**src/hw/rtl/pixel_value_reclassifier_core_assert.svh**
```systemverilog
// Assertion macros used by the pixel value reclassifier core.
`ifndef PIXEL_VALUE_RECLASSIFIER_CORE_ASSERT_SVH
`define PIXEL_VALUE_RECLASSIFIER_CORE_ASSERT_SVH

`ifndef NO_ASSERTIONS

// Same-cycle implication, sampled on the rising clock edge, off during reset
`define PVR_ASSERT_IMPL(lbl, clk, rst_n, ante, cons) \
  lbl: assert property (@(posedge clk) disable iff (!(rst_n)) (ante) |-> (cons)) \
    else $error("pvr assertion failed");

// Next-cycle implication, sampled on the rising clock edge, off during reset
`define PVR_ASSERT_NEXT(lbl, clk, rst_n, ante, cons) \
  lbl: assert property (@(posedge clk) disable iff (!(rst_n)) (ante) |=> (cons)) \
    else $error("pvr assertion failed");

`else

`define PVR_ASSERT_IMPL(lbl, clk, rst_n, ante, cons)
`define PVR_ASSERT_NEXT(lbl, clk, rst_n, ante, cons)

`endif

`endif

```
**src/hw/rtl/pvr_ram.sv**
```systemverilog
// Generic single-write, single-read RAM with registered read data.
module pvr_ram #(
  parameter int unsigned WIDTH = 32,
  parameter int unsigned DEPTH = 128,
  localparam int unsigned AW = (DEPTH > 1) ? $clog2(DEPTH) : 1
) (
  input  logic             clk_i,
  input  logic             wr_en_i,
  input  logic [AW-1:0]    wr_addr_i,
  input  logic [WIDTH-1:0] wr_data_i,
  input  logic             rd_en_i,
  input  logic [AW-1:0]    rd_addr_i,
  output logic [WIDTH-1:0] rd_data_o
);

  logic [WIDTH-1:0] mem_q [DEPTH];
  logic [WIDTH-1:0] rd_data_q;

  // Write port
  always_ff @(posedge clk_i) begin
    if (wr_en_i) begin
      mem_q[wr_addr_i] <= wr_data_i;
    end
  end

  // Read port, old data on a same-address write
  always_ff @(posedge clk_i) begin
    if (rd_en_i) begin
      rd_data_q <= mem_q[rd_addr_i];
    end
  end

  assign rd_data_o = rd_data_q;

endmodule
```
**config.mk**
```make
export PLATFORM = sky130hd
export DESIGN_NAME = pvr_ram
export DESIGN_NICKNAME = d
export VERILOG_FILES = /design/src/hw/rtl/pixel_value_reclassifier_core_assert.svh /design/src/hw/rtl/pvr_ram.sv
export SDC_FILE = /design/constraint.sdc
export NUM_CORES = 2
export LEC_CHECK = 0
export BUFFER_PORTS_ARGS = -buffer_cell sky130_fd_sc_hd__buf_2
export CAP_MARGIN = 10
export CORE_MARGIN = 4
export CORE_UTILIZATION = 55
export CTS_CLUSTER_DIAMETER = 150
export DETAILED_ROUTE_END_ITERATION = 10
export GPL_ROUTABILITY_DRIVEN = 0
export PLACE_DENSITY = 0.79
export SYNTH_ARGS = -nofsm -noshare
export SYNTH_HDL_FRONTEND = slang
export SYNTH_SLANG_ARGS = --single-unit
```
**constraint.sdc**
```tcl
create_clock -name clk_i -period 6.2 [get_ports clk_i]
set_input_delay 0.31 -clock clk_i [delete_from_list [all_inputs] [get_ports clk_i]]
set_output_delay 0.31 -clock clk_i [all_outputs]
set_load 0.05 [all_outputs]
```
* Yosys cells after proc, flatten, opt, wreduce, memory -nomap -nowiden *
Memories as Yosys holds them, arrays and structs flattened. A register that Yosys moved wholly into a read port is not among the register bits.
Cells that the tools add are included.
W data, S select, Z words.

storage, ports and cells
  register bits = 0
  bits in latches = 0
  bits in writable memories = 4096
  bits in read-only memories = 0
  bits of input ports = 49
  word-level logic and storage cells = 3
  memories kept = 1

memories
  memory  depth  width  read ports  clocked after memory_dff  wr ports  RTL line       source
  mem_q   128    32     1           1                         1         pvr_ram.sv:16  logic [WIDTH-1:0] mem_q [DEPTH];

operators by class
  $add $sub $neg = 0
  multiply operators = 0
  div/mod/pow operators = 0
  $lt $le $gt $ge = 0
  eq/ne operators = 0
  shift operators = 0
  multiplexer cells = 2
  bitwise operators = 0
  reduce and logical (&&, ||, !) cells = 0

operators with widths
  cell     number
  $mux W1  2

* Logic depth before layout (Yosys ltp) *
  word-level depth = 2
  depth in mapped cells = 8

* Least setup slack after synthesis *
No wires, ideal clock.

  kind = input-to-reg
  start point = in wr_en_i
  end point = mem mem_q[98][0] (enable)
  setup time = 461 ps
  arrival time = 3088 ps
  required time = 5739 ps
  setup slack = 2651 ps
  stages on the path = 3
  path buffers = 1
  cells stage by stage = clkbuf_1 nand4_1 nor3_1

on the way
  word-level cells in the longest chain between the ends = 2

RTL lines
  item                           RTL line       source
  start, declared                pvr_ram.sv:8   input logic wr_en_i,
  $mux W1                        pvr_ram.sv:21  if (wr_en_i) begin
  $mux W1 (implied by the code)  pvr_ram.sv:22  mem_q[wr_addr_i] <= wr_data_i;
  end, declared                  pvr_ram.sv:16

Every way passes these cells.

==> flow_summary.json <==
{
  "synth.lib_cells_used.distinct": 16,
  "post_cts.resized_instances": 0,
  "num_vias": 77800,
  "worst_skew_pair.late_latency_ps": 950,
  "p_leak_nw": 54.2,
  "first_pass_grt_wire_length_um": 658000,
  "grt_setup_unrepaired": "false",
  "crit_path_max_fanout": 76,
  "tritoncts_clock_tree": "done",
  "yosys_register_bits": 4128,
  "synth.net_count": 6039,
  "synth_xor_area_share_pct": 0,
  "buffer_ports.inserted": 80,
  "period_needed_ps": 3440,
  "clock_path_buffers": 4,
  "synth_top_cell_by_area": "sky130_fd_sc_hd__edfxtp_1",
  "synthesis.yosys.warnings": 0,
  "clock_skew_ps": 92.7,
  "post_synth.cell_area_avg_um2": 26.1,
  "cts_made_buffers": 389,
  "rr_endpoint": "rd_data_o[11]",
  "ratio_of_cells_with_drive_above_1_in_the_final_layout_pct": 35.8,
  "yosysSeqAreaShare_pct": 79.2,
  "areaGrowthSynthToFinish_pct": 13.1,
  "finalCoreUtilization_pct": 62.7,
  "critical-path-max-stage-delay_ps": 760,
  "max_cap_viol_count": 0,
  "grt_antenna_before_repair": 78,
  "drc_violations": 0,
  "critical-path-slowest-cell": "sky130_fd_sc_hd__mux4_2",
  "placementRows": 195,
  "rr_startpoint": "mem_q[87][11]",
  "arrival_ps": 4090,
  "synth_simple_gate_area_share_pct": 0.445,
  "critical_path.n_buffers_inverters": 3,
  "cts_num_sinks": 4128,
  "drt_pass1_iterations": 6,
  "yosys.area_share.adder_pct": 0,
  "die_area_um2": 293000,
  "worst_pin_slew_ps": 1300,
  "synth.top_cells.by_area": "sky130_fd_sc_hd__edfxtp_1 79%, sky130_fd_sc_hd__mux4_2 19%, sky130_fd_sc_hd__clkbuf_1 0.44%",
  "setup.worst_path.end": "rd_data_o[11]",
  "routed_wl_um": 482000,
  "reg2reg_setup_slack_ps": 3060,
  "routed_via_density": 7.37,
  "setup_slack_ps": 2760,
  "netlist_instances": 5990,
  "critical_path_cell_count": 7,
  "critical_path.top_delay_family": "multiplexers",
  "synth_compound_gate_area_share_pct": 0,
  "detailroute.wirelength.met3_um": 76300,
  "die_height_um": 542,
  "multiInputGateArea_um2": 32300,
  "synth_top_cell_area_share_pct": 79.2,
  "chipWidth_um": 542,
  "grt_max_degree": 112,
  "clock-root-buffer": "sky130_fd_sc_hd__clkbuf_16",
  "grt_pass1_vias": 77400,
  "power.ir.vdd_worst_mv": 0.268,
  "finish.net_count": 6487,
  "r2r_cells": 4,
  "storage_cell_area_um2": 124000,
  "initial_detailed_routing_violation_count": 17300,
  "critical_path.cell_chain": "buf_12 > buf_12 > buf_4 > mux4_2 > mux4_2 > mux4_2 > mux2_2",
  "core_area_um2": 283000,
  "run_status": "finished, final reports clean",
  "cp_common_cell": "sky130_fd_sc_hd__mux4_2",
  "holdWs_ps": 60.3,
  "final_common_cell": "sky130_fd_sc_hd__edfxtp_1",
  "post_detailed_route_count_of_antenna_violating_nets": 0,
  "final_cell_mix": "4128 x sky130_fd_sc_hd__edfxtp_1, 1344 x sky130_fd_sc_hd__mux4_2, 396 x sky130_fd_sc_hd__clkbuf_16",
  "io_pins": 81,
  "dp_hpwl_um": 236000,
  "synth.cell_area_um2": 157000,
  "setup.worst_path.start_class": "primary input",
  "fmaxAchievable_ghz": 0.290,
  "post_drt_wl_per_cell_um": 45.7,
  "grt.overflow.total": 0,
  "detailedPlace.worstSlack_ps": 2000,
  "setup_tns_ps": 0,
  "cts_max_level": 5,
  "end_kind": "register",
  "final-hold-violation-count": 0,
  "crit_type": "in2reg",
  "period_share_pct": 55.6,
  "max-slew-margin-rel_pct": 13.6,
  "filler_cell_count": 16600,
  "highest_layer": "met5",
  "timing.hold.worst.class": "in2reg",
  "cp.required_ps": 6850,
  "m1WireLength_um": 143000,
  "routed-wl-met2_um": 228000,
  "track_usage_pct": 32.7,
  "drv_slew": 0,
  "proportion_of_synthesized_area_in_mux_cells_pct": 19.6,
  "synth_top_family_by_area": "multiplexers",
  "power.density_cell_area_nw_per_um2": 333,
  "setup_violations": 0,
  "clk_transition_reported_paths_ps": 70,
  "worst_setup_path_startpoint": "rd_addr_i[0]",
  "initial_core_util_pct": 55.4
}
stage by stage:
stage | cells | cell area, µm² | power, mW
floorplan | 5990 | 157000 | 33.0
global placement | 9757 | 164000 | 34.5
detailed placement | 9758 | 164000 | 34.6
CTS | 10500 | 177000 | 58.8
global route | 10500 | 177000 | 60.3
finish | 10600 | 177000 | 59.0
cell type report:
cell class	count	share of cell area, %
Timing Repair Buffer	373	1.90
Multi-Input combinational cell	1546	18.2
Sequential cell	4128	70.0
Clock buffer	456	5.72
Clock inverter	249	1.47
Tap cell	3743	2.64
Antenna cell	57	0.0805
cell families after synthesis:
kind of cell | count (synthesis)
DFF | 4128
muxes | 1376
buffers and inverters | 316
and+or+nand+nor | 170
report_power, final:
| group | leakage [nW] | total [mW] | internal, mW | switching [mW] |
|---|---|---|---|---|
| sequential | 37.1 | 31.0 | 30.8 | 0.119 |
| combinational | 10.9 | 3.31 | 1.15 | 2.16 |
| clock | 6.19 | 24.7 | 13.8 | 11.0 |
Yosys cell counts (all sizes together):
master / count
edfxtp: 4128
mux4: 1344
clkbuf: 182
buf: 134
nor2: 122
mux2: 32
nand2: 14
nand3: 12
nor3: 9
nor2b: 7
nand4: 3
nand2b: 2
or3: 1
what timing repair did:
| item | 4_1_cts | 5_1_grt |
|---|---|---|
| hold endpoints to repair | 925 | 0 |
| buffers inserted | 0 | 0 |
| hold buffers | 28 | 0 |
layer usage:
layer	global-route usage, %	vias to the layer above
met3	9.65	1580
li1	-	27300
met5	0	-
met1	42.3	40300
met2	49.9	8546
met4	19.3	56
state kept, by name (all words and copies together), names as in the netlist:
signal	flops
rd_data_o	32
mem_q	4096
how the worst min path moves through the flow:
stage,start,endpoint,cells after the start
floorplan,wr_data_i[0],mem_q[0][0],0
global placement,wr_data_i[13],mem_q[126][13],1
detailed placement,wr_data_i[13],mem_q[126][13],1
CTS,wr_data_i[1],mem_q[32][1],1
global route,wr_data_i[15],mem_q[10][15],1
finish,wr_data_i[1],mem_q[32][1],1
Note: power is estimated with default switching activity, not from simulation.
